**config.mk**
```make
export PLATFORM = sky130hd
export DESIGN_NAME = button_click_hold_classifier
export DESIGN_NICKNAME = d
export VERILOG_FILES = /design/src/hw/rtl/bchc_pkg.sv /design/src/hw/rtl/bchc_cfg.sv /design/src/hw/rtl/bchc_step.sv /design/src/hw/rtl/button_click_hold_classifier.sv
export SDC_FILE = /design/constraint.sdc
export NUM_CORES = 1
export LEC_CHECK = 0
export BUFFER_PORTS_ARGS = -buffer_cell sky130_fd_sc_hd__buf_2
export CELL_PAD_IN_SITES_DETAIL_PLACEMENT = 0
export CELL_PAD_IN_SITES_GLOBAL_PLACEMENT = 1
export CORE_ASPECT_RATIO = 1.5
export CORE_UTILIZATION = 35
export CTS_CLUSTER_DIAMETER = 120
export DETAILED_ROUTE_END_ITERATION = 10
export GPL_ROUTABILITY_DRIVEN = 0
export PLACE_DENSITY_LB_ADDON = 0.1
export SLEW_MARGIN = 20
export SYNTH_ARGS = -nofsm -noshare
export SYNTH_HDL_FRONTEND = slang
export SYNTH_SLANG_ARGS = --single-unit
export TNS_END_PERCENT = 30
```
**constraint.sdc**
```tcl
create_clock -name clk -period 13.1 [get_ports clk]
set_input_delay 1.31 -clock clk [delete_from_list [all_inputs] [get_ports clk]]
set_output_delay 1.31 -clock clk [all_outputs]
set_load 0.02 [all_outputs]
```
**src/hw/rtl/bchc_pkg.sv**
```systemverilog
// ----------------------------------------------------------------------------
// bchc_pkg
// Types and constants shared by the button click/hold classifier modules.
// ----------------------------------------------------------------------------
package bchc_pkg;

    localparam int CFG_IDX_W  = 2;
    localparam int CFG_DATA_W = 16;
    localparam int TIME_W     = 32;
    localparam int STUCK_W    = 15;

    localparam logic [STUCK_W-1:0] STUCK_LIMIT_MS = 15'd15000;
    localparam logic [STUCK_W-1:0] SOS_REPEAT_MS  = 15'd2000;

    // configuration register indexes
    localparam logic [CFG_IDX_W-1:0] REG_PRESS_DB   = 2'd0;
    localparam logic [CFG_IDX_W-1:0] REG_RELEASE_DB = 2'd1;
    localparam logic [CFG_IDX_W-1:0] REG_HOLD_TIME  = 2'd2;
    localparam logic [CFG_IDX_W-1:0] REG_SOS_TIME   = 2'd3;

    typedef enum logic [1:0] {
        GEST_NONE  = 2'd0,
        GEST_CLICK = 2'd1,
        GEST_HOLD  = 2'd2,
        GEST_SOS   = 2'd3
    } gesture_t;

    typedef struct packed {
        logic [CFG_DATA_W-1:0] press_db;
        logic [CFG_DATA_W-1:0] release_db;
        logic [CFG_DATA_W-1:0] hold_time;
        logic [CFG_DATA_W-1:0] sos_time;
    } cfg_t;

    typedef struct packed {
        logic              button_released;
        logic [TIME_W-1:0] time_now;
        logic              link_authorized;
        logic              powered_up;
        logic              display_off;
    } item_t;

    typedef struct packed {
        gesture_t gesture;
        logic     request_restart;
        logic     arm_power_down;
        logic     wake_display;
        logic     start_clock;
        logic     invalid_touch;
    } result_t;

endpackage

```
**src/hw/rtl/bchc_cfg.sv**
```systemverilog
// ----------------------------------------------------------------------------
// bchc_cfg
// Configuration register file: four 16-bit timing registers, write only.
// ----------------------------------------------------------------------------
module bchc_cfg (
    input  logic                                clk,
    input  logic                                rst_n,
    input  logic                                cfg_we,
    input  logic [bchc_pkg::CFG_IDX_W-1:0]      cfg_index,
    input  logic [bchc_pkg::CFG_DATA_W-1:0]     cfg_data,
    output bchc_pkg::cfg_t                      cfg
);
    import bchc_pkg::*;

    cfg_t cfg_reg;
    cfg_t cfg_next;

    always_comb
    begin
        cfg_next = cfg_reg;
        if (cfg_we)
        begin
            unique case (cfg_index)
                REG_PRESS_DB:   cfg_next.press_db   = cfg_data;
                REG_RELEASE_DB: cfg_next.release_db = cfg_data;
                REG_HOLD_TIME:  cfg_next.hold_time  = cfg_data;
                REG_SOS_TIME:   cfg_next.sos_time   = cfg_data;
                default:        cfg_next            = cfg_reg;
            endcase
        end
    end

    always_ff @(posedge clk or negedge rst_n)
    begin
        if (!rst_n)
        begin
            cfg_reg.press_db   <= 16'd50;
            cfg_reg.release_db <= 16'd50;
            cfg_reg.hold_time  <= 16'd3000;
            cfg_reg.sos_time   <= 16'd8000;
        end
        else
        begin
            cfg_reg <= cfg_next;
        end
    end

    assign cfg = cfg_reg;

endmodule

```
**src/hw/rtl/bchc_step.sv**
```systemverilog
// ----------------------------------------------------------------------------
// bchc_step
// Classifier state and the combinational edge and classify logic.
// ----------------------------------------------------------------------------
module bchc_step (
    input  logic              clk,
    input  logic              rst_n,
    input  logic              fire,
    input  bchc_pkg::item_t   item,
    input  bchc_pkg::cfg_t    cfg,
    output bchc_pkg::result_t res
);
    import bchc_pkg::*;

    logic               stable_released_reg, stable_released_next;
    logic               sampled_released_reg, sampled_released_next;
    logic [TIME_W-1:0]  press_time_reg, press_time_next;
    logic [TIME_W-1:0]  release_time_reg, release_time_next;
    logic               half_click_reg, half_click_next;
    logic               stuck_reg, stuck_next;
    logic [STUCK_W-1:0] stuck_counter_reg, stuck_counter_next;

    logic [TIME_W-1:0]  held;
    logic [TIME_W-1:0]  since_release;
    logic [TIME_W-1:0]  press_len;
    logic               release_path;

    always_comb
    begin
        stable_released_next  = stable_released_reg;
        sampled_released_next = sampled_released_reg;
        press_time_next       = press_time_reg;
        release_time_next     = release_time_reg;
        half_click_next       = half_click_reg;
        stuck_next            = stuck_reg;
        stuck_counter_next    = stuck_counter_reg;
        res                   = '0;
        res.gesture           = GEST_NONE;
        release_path          = 1'b0;

        // edge step: a released sample clears the stuck latch
        if (item.button_released)
        begin
            stuck_next         = 1'b0;
            stuck_counter_next = '0;
        end
        if (item.button_released != sampled_released_reg)
        begin
            sampled_released_next = item.button_released;
            if (item.button_released)
            begin
                release_time_next = item.time_now;
            end
            else
            begin
                press_time_next    = item.time_now;
                res.wake_display   = item.link_authorized;
                res.invalid_touch  = item.link_authorized & item.display_off;
                res.start_clock    = ~item.link_authorized;
            end
        end

        held          = item.time_now - press_time_next;
        since_release = item.time_now - release_time_next;
        press_len     = release_time_next - press_time_next;

        // classify step
        if (!stuck_next)
        begin
            priority if (stable_released_reg == sampled_released_next && !sampled_released_next)
            begin
                if (stuck_counter_next >= STUCK_LIMIT_MS)
                begin
                    stuck_next = 1'b1;
                end
                else if (held >= {16'd0, cfg.sos_time} && item.link_authorized)
                begin
                    press_time_next    = press_time_next + TIME_W'(SOS_REPEAT_MS);
                    stuck_counter_next = stuck_counter_next + SOS_REPEAT_MS;
                    res.gesture        = GEST_SOS;
                end
            end
            else if (!sampled_released_next)
            begin
                if (held >= {16'd0, cfg.press_db})
                begin
                    if (held >= {16'd0, cfg.hold_time})
                    begin
                        stable_released_next = 1'b0;
                        half_click_next      = 1'b0;
                        res.gesture          = GEST_HOLD;
                        res.request_restart  = ~item.powered_up;
                        res.arm_power_down   = item.powered_up;
                    end
                    else
                    begin
                        half_click_next = 1'b1;
                    end
                end
            end
            else
            begin
                release_path = 1'b1;
            end
        end

        // released: evaluate the last press once the release has settled
        if (release_path && since_release >= {16'd0, cfg.release_db}
            && press_len >= {16'd0, cfg.press_db})
        begin
            if (half_click_reg && press_len < {16'd0, cfg.hold_time})
            begin
                half_click_next = 1'b0;
                res.gesture     = GEST_CLICK;
            end
            else
            begin
                stable_released_next = 1'b1;
                half_click_next      = 1'b0;
            end
        end
    end

    always_ff @(posedge clk or negedge rst_n)
    begin
        if (!rst_n)
        begin
            stable_released_reg  <= 1'b1;
            sampled_released_reg <= 1'b1;
            press_time_reg       <= '0;
            release_time_reg     <= '0;
            half_click_reg       <= 1'b0;
            stuck_reg            <= 1'b0;
            stuck_counter_reg    <= '0;
        end
        else if (fire)
        begin
            stable_released_reg  <= stable_released_next;
            sampled_released_reg <= sampled_released_next;
            press_time_reg       <= press_time_next;
            release_time_reg     <= release_time_next;
            half_click_reg       <= half_click_next;
            stuck_reg            <= stuck_next;
            stuck_counter_reg    <= stuck_counter_next;
        end
    end

endmodule

```
**src/hw/rtl/button_click_hold_classifier.sv**
```systemverilog
// ----------------------------------------------------------------------------
// button_click_hold_classifier
// Debounces button samples and reports click, hold, SOS and wake events.
// ----------------------------------------------------------------------------
// Pipeline: input register, then the classify logic into the result
//   register.
// Throughput: one item per cycle while result_ready does not stall the result.
// Reset: asynchronous, clears the valid flags of both stages and loads the
//   button state as released and the timing registers with their defaults.
module button_click_hold_classifier (
    input  logic                             clk,
    input  logic                             rst_n,
    input  logic                             cfg_we,
    input  logic [bchc_pkg::CFG_IDX_W-1:0]   cfg_index,
    input  logic [bchc_pkg::CFG_DATA_W-1:0]  cfg_data,
    input  logic                             item_valid,
    output logic                             item_ready,
    input  logic                             button_released,
    input  logic [bchc_pkg::TIME_W-1:0]      time_now,
    input  logic                             link_authorized,
    input  logic                             powered_up,
    input  logic                             display_off,
    output logic                             result_valid,
    input  logic                             result_ready,
    output logic [1:0]                       gesture,
    output logic                             request_restart,
    output logic                             arm_power_down,
    output logic                             wake_display,
    output logic                             start_clock,
    output logic                             invalid_touch
);
    import bchc_pkg::*;

    cfg_t    cfg;
    item_t   item_reg;
    logic    item_valid_reg;
    result_t res;
    result_t res_reg;
    logic    res_valid_reg;
    logic    out_free;
    logic    fire;

    assign out_free   = ~res_valid_reg | result_ready;
    assign fire       = item_valid_reg & out_free;
    assign item_ready = ~item_valid_reg | fire;

    bchc_cfg u_cfg (
        .clk       (clk),
        .rst_n     (rst_n),
        .cfg_we    (cfg_we),
        .cfg_index (cfg_index),
        .cfg_data  (cfg_data),
        .cfg       (cfg)
    );

    bchc_step u_step (
        .clk   (clk),
        .rst_n (rst_n),
        .fire  (fire),
        .item  (item_reg),
        .cfg   (cfg),
        .res   (res)
    );

    // input stage
    always_ff @(posedge clk or negedge rst_n)
    begin
        if (!rst_n)
        begin
            item_valid_reg <= 1'b0;
        end
        else if (item_ready)
        begin
            item_valid_reg <= item_valid;
        end
    end

    always_ff @(posedge clk)
    begin
        if (item_valid && item_ready)
        begin
            item_reg.button_released <= button_released;
            item_reg.time_now        <= time_now;
            item_reg.link_authorized <= link_authorized;
            item_reg.powered_up      <= powered_up;
            item_reg.display_off     <= display_off;
        end
    end

    // result stage: hold while stalled
    always_ff @(posedge clk or negedge rst_n)
    begin
        if (!rst_n)
        begin
            res_valid_reg <= 1'b0;
        end
        else if (out_free)
        begin
            res_valid_reg <= fire;
        end
    end

    always_ff @(posedge clk)
    begin
        if (fire)
        begin
            res_reg <= res;
        end
    end

    assign result_valid    = res_valid_reg;
    assign gesture         = res_reg.gesture;
    assign request_restart = res_reg.request_restart;
    assign arm_power_down  = res_reg.arm_power_down;
    assign wake_display    = res_reg.wake_display;
    assign start_clock     = res_reg.start_clock;
    assign invalid_touch   = res_reg.invalid_touch;

endmodule

```
==> results.json, run 1 <==
{
  "status": "finished clean",
  "cts_tree": "done",
  "slew_viol_final": 0,
  "antenna_found_initial": 1,
  "drive_gt1_share_pct": 11.1,
  "cts.sinks": 192,
  "p_int_mw": 2.28,
  "cts_buffers": 17,
  "power.switching_mw": 2.34,
  "clk-insertion-delay-late_ns": 0.47,
  "die_w_um": 180,
  "rr_worst_depth": 24,
  "pre_cts_ws_ns": 5.01,
  "hold_path_class": "register to register",
  "syn_area_per_cell_sq_um": 8.72,
  "maxSlewHeadroom_pct": 36.1,
  "crit_fanout": 42,
  "grt_max_degree": 92,
  "syn2layout_area_growth_pct": 8.67,
  "arrival_ns": 8.43,
  "syn_inst": 1912,
  "wl_per_cell_um": 21.7,
  "grt_pass1_wl_um": 85100,
  "coreArea_sq_um": 46800,
  "synth_area_sq_um": 16700,
  "r2r_start": "item_reg[35]$_DFFE_PP_",
  "layout_setup_ws_ns": 5.02,
  "combinationalPowerShare_pct": 69.7,
  "die_area_sq_um": 48500,
  "hold_depth": 2,
  "pwr-share-clk_pct": 11.5,
  "pwr-share-seq_pct": 18.8,
  "rsz0062_at_grt": "no",
  "synthArstFlopShare_pct": 77.6,
  "synth-seq-cells": 192,
  "finalSetupViolations": 0,
  "switching_share_pct": 50.7,
  "ys_warn_count": 0,
  "synthTopCellsByCount": "ha_1, nand2_1, inv_1",
  "hold_viol_final": 0,
  "largest_reg_flops": 64,
  "path_class": "register to register",
  "ctsResizeCount": 0,
  "htree_levels": 4,
  "synth_largest_area_cell": "dfrtp_1",
  "finClkSkew_ns": 0.0144,
  "ctsHoldBuffers": 0,
  "fmax_mhz": 124,
  "clkTransAtPathRegs_ns": 0.07,
  "route.detailed.drc": 0,
  "finalCritPeriodShare_pct": 61.7,
  "required_ns": 13.45,
  "grt_pass1_vias": 14314,
  "worstMarginPinSlew_ns": 0.956,
  "r2r_setup_slack_ns": 5.02,
  "drtPass1Iterations": 6,
  "fillerInstances": 4867,
  "port_buffers": 67,
  "gr-total-overflow": 0,
  "multi_input_area_sq_um": 10800,
  "avgViaCountPerCell": 5.56,
  "ctsLongestPathBuffers": 2,
  "period_needed_ns": 8.08,
  "rows": 97,
  "rr_endpoint": "u_step.press_time_reg[28]$_DFFE_PN0P_",
  "drt_iter0_markers": 714,
  "dpl_cell_area_sq_um": 17500,
  "fin_area_sq_um": 18100,
  "whs_ns": 0.482,
  "chipHeight_um": 269,
  "vdd_drop_max_uv": 117,
  "holdPathEnd": "u_step.release_time_reg[12]$_DFFE_PN0P_",
  "synthesis.nets": 2170,
  "nets": 2193,
  "vias": 14142,
  "grt_usage_pct": 23.1,
  "power_leakage_nw": 8.07,
  "io_pins": 68,
  "synthFlopType": "dfrtp_1",
  "wirelength_um": 55300,
  "synth_edf_count": 43,
  "register_area_sq_um": 5050,
  "cts_root_buf": "clkbuf_16",
  "power.density_nw_per_um2": 255,
  "ant_nets": 0,
  "synth_top_area_share_pct": 19.2,
  "cp-start-kind": "register",
  "antenna_cells": 0,
  "drv_cap": 0,
  "hpwl_um": 45300,
  "hold_start": "u_step.release_time_reg[12]$_DFFE_PN0P_",
  "synth.distinct_cells": 96,
  "postCtsSetupRepairBufs": 0,
  "fin_tns_setup_ns": 0,
  "endpoint_kind": "register",
  "synth_most_common_cell": "ha_1",
  "synth.top_cells.by_area": "dfrtp_1, ha_1, edfxtp_1",
  "ys_seq_area_share_pct": 30.3,
  "start_util_pct": 35.6
}
through the flow:
stage               power (mW)  util (%)  cells
floorplan                 3.18         -   1912
global placement          4.07      37.4   2510
detailed placement        4.10      37.4   2510
CTS                       4.65      38.7   2542
global route              5.06      38.7   2542
finish                    4.61      38.7   2542
power by group through the flow:
stage	clock network (mW)	registers, mW	logic, mW
finish	0.529	0.867	3.22
global route	0.566	0.888	3.60
CTS	0.548	0.868	3.24
detailed placement	0	0.878	3.22
global placement	0	0.875	3.20
floorplan	0	0.844	2.33
cells by family (layout without fill, tap and decap cells):
group	after synthesis	count (layout)	share of synthesized area, %
muxes	113	113	7.17
adders and majority gates	199	199	15.1
DFF	192	192	30.3
and+or+nand+nor	572	572	16.7
AOI/OAI and AO/OA	540	540	21.2
xor gates and xnor gates	88	88	4.62
buffers and inverters	208	244	4.94
routing by layer:
layer  GRT usage (%)  wire length, um  vias up
li1                -                -     7028
met1            24.5            21400     6755
met2            44.0            29500      268
met3            2.07             1060       91
met4            13.9             3270        0
met5               0                0        -
layout by cell type, fill, tap and decap left out, types with 7 or more instances in the layout:
| master | n |
|---|---|
| ha_1 | 196 |
| nand2_1 | 190 |
| inv_1 | 131 |
| dfrtp_1 | 128 |
| nor2_1 | 126 |
| o21ai_0 | 125 |
| a21oi_1 | 123 |
| buf_2 | 66 |
| mux2i_1 | 62 |
| xnor2_1 | 57 |
| mux2_2 | 51 |
| a21o_1 | 49 |
| nand4_1 | 45 |
| nand3_1 | 44 |
| edfxtp_1 | 43 |
| o21a_1 | 34 |
| nor3_1 | 32 |
| xor2_1 | 31 |
| o21ai_1 | 28 |
| a31oi_1 | 27 |
| nand2b_1 | 25 |
| dfstp_2 | 21 |
| nor4_1 | 18 |
| clkbuf_16 | 18 |
| nor2b_1 | 15 |
| o211ai_1 | 15 |
| o31ai_1 | 15 |
| and2_1 | 14 |
| buf_4 | 12 |
| a211oi_1 | 11 |
| o21bai_1 | 11 |
| and3_1 | 8 |
| or3_1 | 8 |
| o22ai_1 | 7 |
| or4_1 | 7 |
| nand3b_1 | 7 |
worst max-delay path by stage:
stage                                 from                               endpoint  slack [ns]  cells after the start
floorplan           item_reg[35]$_DFFE_PP_   u_step.press_time_reg[5]$_DFFE_PN0P_        6.12                     29
detailed placement  item_reg[35]$_DFFE_PP_  u_step.press_time_reg[28]$_DFFE_PN0P_        5.01                     24
global route        item_reg[35]$_DFFE_PP_  u_step.press_time_reg[28]$_DFFE_PN0P_        4.43                     24
CTS                 item_reg[35]$_DFFE_PP_  u_step.press_time_reg[28]$_DFFE_PN0P_        5.00                     24
finish              item_reg[35]$_DFFE_PP_  u_step.press_time_reg[28]$_DFFE_PN0P_        5.02                     24
global placement    item_reg[35]$_DFFE_PP_  u_step.press_time_reg[28]$_DFFE_PN0P_        5.31                     24
critical path, stage by stage (launching register included):
cell and delay (ns):
edfxtp_1 0.32, buf_4 0.24, clkinv_1 0.31, ha_1 0.50, or2_2 0.15, buf_4 0.50
mux2i_1 0.51, inv_1 0.12, fa_1 0.43, nand2b_1 0.18, a21oi_1 0.39, nor2_1 0.16
o21ai_0 0.31, a21o_1 0.16, a21oi_1 0.07, xnor2_1 0.31, ha_1 0.32, a21o_1 0.18
a21o_1 0.17, a221o_1 0.30, a221oi_1 0.44, nand4_4 0.53, nand2_1 0.82, a2111oi_0 0.15
nor4_1 0.34
cell type report:
class / instances / area share (%)
well taps: 594 / 4.10
repair buffers: 79 / 2.38
clock buffers: 21 / 2.66
inverters: 133 / 2.76
multi-input cells: 1512 / 59.7
flip-flops and latches: 192 / 27.9
clock inverters: 11 / 0.504
No activity file was read; power rests on OpenSTA's default activity.
==> run 2, diff against run 1 <==
==> constraint.sdc (replaced) <==
create_clock -name clk -period 6.5 [get_ports clk]
set_input_delay 0.65 -clock clk [delete_from_list [all_inputs] [get_ports clk]]
set_output_delay 0.65 -clock clk [all_outputs]
set_load 0.02 [all_outputs]
==> run 2 against run 1 <==
  * First-iteration DRC count up 17%
  * Design area is 1.2% higher
  * Non-clock buffer count rose by 20
  * Hold slack lost 0.25 ns
  * Critical path depth fell by 1
  * Total power up 110%
  * Wire length grew 2.9%
  * Register-to-register slack worse by 4.7 ns
  * Combinational power rose by 110%
  * Sequential power increased by 100%
  * Via count rose by 1.1%
  * Critical endpoint is now gesture[0]$_DFFE_PP_
  * Largest power group unchanged
  * Highest routed layer unchanged
==> results.json, run 2 (synthesis results as in run 1) <==
{
  "finalSetupViolations": 0,
  "hpwl_um": 46100,
  "period_needed_ns": 6.14,
  "hold_viol_final": 0,
  "antenna_cells": 0,
  "hold_path_class": "primary input to async pin",
  "grt_usage_pct": 23.7,
  "die_w_um": 180,
  "arrival_ns": 6.49,
  "ctsHoldBuffers": 0,
  "crit_fanout": 6,
  "htree_levels": 4,
  "rr_endpoint": "gesture[0]$_DFFE_PP_",
  "dpl_cell_area_sq_um": 17700,
  "p_int_mw": 4.68,
  "port_buffers": 67,
  "placedCellCount": 2530,
  "r2r_start": "u_step.sampled_released_reg$_DFFE_PN1P_",
  "cts_root_buf": "clkbuf_16",
  "cts_buffers": 17,
  "postCtsSetupRepairBufs": 0,
  "gr-total-overflow": 0,
  "ant_nets": 0,
  "start_util_pct": 35.6,
  "worstMarginPinSlew_ns": 1.02,
  "grt_max_degree": 93,
  "required_ns": 6.84,
  "finClkSkew_ns": 0.0199,
  "vias": 14300,
  "combinationalPowerShare_pct": 70.0,
  "status": "finished clean",
  "io_pins": 68,
  "slew_viol_final": 0,
  "wl_per_cell_um": 22.2,
  "layout_common_cells": "ha_1, nand2_1, inv_1, dfrtp_1, nor2_1",
  "drtPass1Iterations": 5,
  "fillerInstances": 4818,
  "drive_gt1_share_pct": 12.4,
  "largest_reg_flops": 64,
  "r2r_setup_slack_ns": 0.36,
  "die_area_sq_um": 48500,
  "grt_pass1_wl_um": 87300,
  "avgViaCountPerCell": 5.58,
  "register_area_sq_um": 5050,
  "rsz0062_at_grt": "no",
  "grt_pass1_vias": 14518,
  "utilization_pct": 39.1,
  "power_leakage_nw": 8.16,
  "chipHeight_um": 269,
  "nets": 2213,
  "instances_no_fill": 2562,
  "wirelength_um": 56900,
  "finalCritPeriodShare_pct": 94.5,
  "route.detailed.drc": 0,
  "rows": 97,
  "drt_iter0_markers": 834,
  "cts_tree": "done",
  "ctsResizeCount": 0,
  "ctsLongestPathBuffers": 2,
  "path_class": "register to register",
  "power.switching_mw": 4.82,
  "cts.sinks": 192,
  "coreArea_sq_um": 46800,
  "drv_cap": 0,
  "pwr-share-clk_pct": 11.6,
  "power.density_nw_per_um2": 518,
  "clkTransAtPathRegs_ns": 0.09,
  "multi_input_area_sq_um": 10900,
  "rr_worst_depth": 23,
  "pwr-share-seq_pct": 18.4,
  "switching_share_pct": 50.8,
  "maxSlewHeadroom_pct": 32.2,
  "fin_area_sq_um": 18300,
  "endpoint_kind": "register",
  "final_common_cell": "ha_1",
  "vdd_drop_max_uv": 240,
  "fmax_mhz": 163,
  "antenna_found_initial": 0,
  "cp-start-kind": "register",
  "clk-insertion-delay-late_ns": 0.48,
  "syn2layout_area_growth_pct": 9.96
}
==> run 2: worst max-delay path, stage by stage, from the launching register on <==
cell and delay, ns:
dfstp_2 0.62, ha_1 0.28, buf_4 0.17, nor2_4 0.26, mux2i_2 0.32, ha_1 0.21
inv_1 0.05, fa_1 0.39, a21o_1 0.20, a311o_1 0.48, a21oi_2 0.24, o21bai_1 0.08
a21oi_1 0.17, xnor2_1 0.19, ha_1 0.31, nor2b_1 0.14, o21ai_0 0.14, nand2b_1 0.08
a21oi_1 0.19, nor2_1 0.07, or4_1 0.41, or4_1 0.43, or4_1 0.47, nand2_1 0.08
==> run 2: worst max path at each step <==
| stage | start | end | slack, ns | cells after the start |
|---|---|---|---|---|
| after CTS | u_step.sampled_released_reg$_DFFE_PN1P_ | gesture[0]$_DFFE_PP_ | 0.26 | 23 |
| after global placement | u_step.sampled_released_reg$_DFFE_PN1P_ | gesture[0]$_DFFE_PP_ | 0.45 | 23 |
| after floorplan | item_reg[35]$_DFFE_PP_ | u_step.press_time_reg[5]$_DFFE_PN0P_ | -0.0005 | 29 |
| after detailed placement | u_step.sampled_released_reg$_DFFE_PN1P_ | gesture[0]$_DFFE_PP_ | 0.29 | 23 |
| after global routing | u_step.sampled_released_reg$_DFFE_PN1P_ | u_step.press_time_reg[22]$_DFFE_PN0P_ | 0.003 | 22 |
| final | u_step.sampled_released_reg$_DFFE_PN1P_ | gesture[0]$_DFFE_PP_ | 0.36 | 23 |
==> run 2: area by class of cell <==
class	count	share of cell area [%]
Clock buffer	20	2.55
Clock inverter	12	0.621
Inverter	133	2.72
Multi-Input combinational cell	1512	59.3
Sequential cell	192	27.5
Tap cell	594	4.06
Timing Repair Buffer	99	3.17
==> run 2: per-stage QoR <==
step	hold slack [ns]	TNS (ns)	setup slack, ns	power [mW]
floorplan	0.354	-0.000477	-0.000477	6.41
global placement	0.462	0	0.448	8.35
detailed placement	0.471	0	0.294	8.37
CTS	0.288	0	0.257	9.53
global route	0.320	0	0.00280	10.4
finish	0.229	0	0.360	9.50
==> run 2: power by group through the flow <==
stage               clock [mW]  combinational, mW  sequential, mW
detailed placement           0               6.60            1.77
global placement             0               6.58            1.77
finish                    1.10               6.65            1.75
floorplan                    0               4.71            1.70
global route              1.17               7.45            1.79
CTS                       1.14               6.64            1.75
==> run 2: routing by layer <==
layer / share of wire, % / track usage (%)
met5: 0 / 0
met4: 7.3 / 16.6
met3: 2.5 / 2.15
met2: 50 / 42.8
met1: 40 / 26.2
==> run 3, diff against run 2 <==
--- a/config.mk
+++ b/config.mk
@@ -13,7 +13,7 @@
 export CTS_CLUSTER_DIAMETER = 120
 export DETAILED_ROUTE_END_ITERATION = 10
 export GPL_ROUTABILITY_DRIVEN = 0
-export PLACE_DENSITY_LB_ADDON = 0.1
+export PLACE_DENSITY = 0.69
 export SLEW_MARGIN = 20
 export SYNTH_ARGS = -nofsm -noshare
 export SYNTH_HDL_FRONTEND = slang
==> run 3 against run 2 <==
  * Design area up 0.19%
  * Register-to-register slack worse by 0.10 ns
  * First-iteration DRC count up 35%
  * Total power up 0.19%
  * Clock power barely moved
  * Combinational power barely moved
  * Hold slack better by 0.058 ns
  * Flip-flop and latch count unchanged
  * Die area unchanged
  * Final cell count hardly changed
  * Utilization rose by 0.075 points
  * Largest power group unchanged
  * Highest routed layer unchanged
==> results.json, run 3 (synthesis results as in run 1) <==
{
  "start_util_pct": 35.6,
  "slew_viol_final": 0,
  "pwr-share-clk_pct": 11.7,
  "pwr-share-seq_pct": 18.3,
  "die_area_sq_um": 48500,
  "fmax_mhz": 160,
  "clk-insertion-delay-late_ns": 0.48,
  "fin_area_sq_um": 18400,
  "antenna_cells": 0,
  "dpl_cell_area_sq_um": 17700,
  "final_common_cell": "ha_1",
  "ctsLongestPathBuffers": 2,
  "register_area_sq_um": 5050,
  "finalSetupViolations": 0,
  "period_needed_ns": 6.24,
  "r2r_start": "u_step.sampled_released_reg$_DFFE_PN1P_",
  "cts_root_buf": "clkbuf_16",
  "finClkSkew_ns": 0.0133,
  "layout_common_cells": "ha_1, nand2_1, inv_1, dfrtp_1, nor2_1",
  "coreArea_sq_um": 46800,
  "port_buffers": 67,
  "vias": 14586,
  "gr-total-overflow": 0,
  "rr_worst_depth": 23,
  "io_pins": 68,
  "drt_iter0_markers": 1125,
  "maxSlewHeadroom_pct": 35.9,
  "avgViaCountPerCell": 5.70,
  "hold_path_class": "primary input to async pin",
  "wl_per_cell_um": 21.3,
  "pre_cts_ws_ns": -0.0293,
  "grt_max_degree": 94,
  "endpoint_kind": "register",
  "rows": 97,
  "finalCritPeriodShare_pct": 96.0,
  "wirelength_um": 54400,
  "crit_start": "u_step.sampled_released_reg$_DFFE_PN1P_",
  "syn2layout_area_growth_pct": 10.2,
  "placedCellCount": 2529,
  "hpwl_um": 43400,
  "vdd_drop_max_uv": 256,
  "hold_viol_final": 0,
  "layout_setup_ws_ns": 0.258,
  "path_class": "register to register",
  "cts.sinks": 192,
  "power.switching_mw": 4.81,
  "grt_usage_pct": 22.7,
  "antenna_found_initial": 0,
  "ant_nets": 0,
  "drive_gt1_share_pct": 12.2,
  "clkTransAtPathRegs_ns": 0.08,
  "ctsHoldBuffers": 0,
  "power_leakage_nw": 8.18,
  "worstMarginPinSlew_ns": 0.962,
  "crit_fanout": 10,
  "largest_reg_flops": 64,
  "status": "finished clean",
  "combinationalPowerShare_pct": 70.0,
  "arrival_ns": 6.47,
  "switching_share_pct": 50.6,
  "fillerInstances": 4750,
  "htree_levels": 4,
  "route.detailed.drc": 0,
  "chipHeight_um": 269,
  "multi_input_area_sq_um": 10900,
  "cts_buffers": 17,
  "instances_no_fill": 2561,
  "power.density_nw_per_um2": 518,
  "drtPass1Iterations": 6,
  "grt_pass1_vias": 14461,
  "p_int_mw": 4.70,
  "cts_tree": "done",
  "required_ns": 6.73,
  "grt_pass1_wl_um": 84400,
  "cp-start-kind": "register",
  "nets": 2212,
  "drv_cap": 0,
  "die_w_um": 180,
  "rsz0062_at_grt": "no"
}
## run 3: worst max-delay path, cell delays in order (launching register included)
cell       delay, ns
dfstp_2         0.56
ha_1            0.29
buf_4           0.18
nor2_4          0.23
buf_4           0.27
mux2i_1         0.35
ha_1            0.39
and3_1          0.26
a221oi_4        0.33
o22ai_2         0.18
a31oi_1         0.31
xnor2_1         0.19
ha_1            0.28
nor2b_1         0.13
o21ai_1         0.28
o211ai_1        0.14
nor2_1          0.13
nand4_1         0.14
a2111oi_0       0.43
nand4_1         0.18
o41ai_2         0.33
buf_4           0.24
or4_1           0.13
nand2_1         0.05
## run 3: routing by layer
metal / track usage, % / routed length (um) / vias up
li1: - / - / 7069
met1: 26.0 / 22000 / 6988
met2: 39.1 / 26500 / 407
met3: 3.23 / 2140 / 122
met4: 15.4 / 3820 / 0
met5: 0 / 0 / -
## run 3: worst paths after layout
path / to / slack, ns
hold / removal: u_step.stuck_counter_reg[2]$_DFFE_PN0P_ / 0.29
setup / recovery: gesture[0]$_DFFE_PP_ / 0.26
min in group clk: item_reg[29]$_DFFE_PP_ / 0.34
setup reg to reg: gesture[0]$_DFFE_PP_ / 0.26
hold reg to reg: u_step.release_time_reg[20]$_DFFE_PN0P_ / 0.48
max in group asynchronous: u_cfg.cfg[13]$_DFFE_PN0P_ / 4.80
## run 3: area by class of cell
class	count	share of cell area [%]
multi-input combinational	1512	59.1
sequential	192	27.5
tap	594	4.05
timing repair buffer	98	3.35
inverter	133	2.72
clock buffer	18	2.34
clock inverter	14	0.920
## run 3: stage by stage
stage                     hold slack, ns  util (%)    TNS, ns  power (mW)
after floorplan                    0.354         -  -0.000477        6.41
after global placement             0.462      37.8          0        8.25
after detailed placement           0.467      37.8    -0.0293        8.33
after CTS                          0.305      39.1          0        9.50
after global routing               0.313      39.2          0        10.4
final                              0.287      39.2          0        9.51
## run 3: repair_timing
item                                   CTS  global route
gates resized for setup                  1             4
endpoints found under the hold margin    0             0
setup buffers                            0             0
setup endpoints to repair                1             3
## run 3: power by group through the flow
stage | Combinational (mW) | Sequential (mW) | Clock (mW)
after floorplan | 4.71 | 1.70 | 0
final | 6.66 | 1.75 | 1.11
after global placement | 6.49 | 1.76 | 0
after detailed placement | 6.56 | 1.77 | 0
after CTS | 6.61 | 1.74 | 1.15
after global routing | 7.38 | 1.78 | 1.19
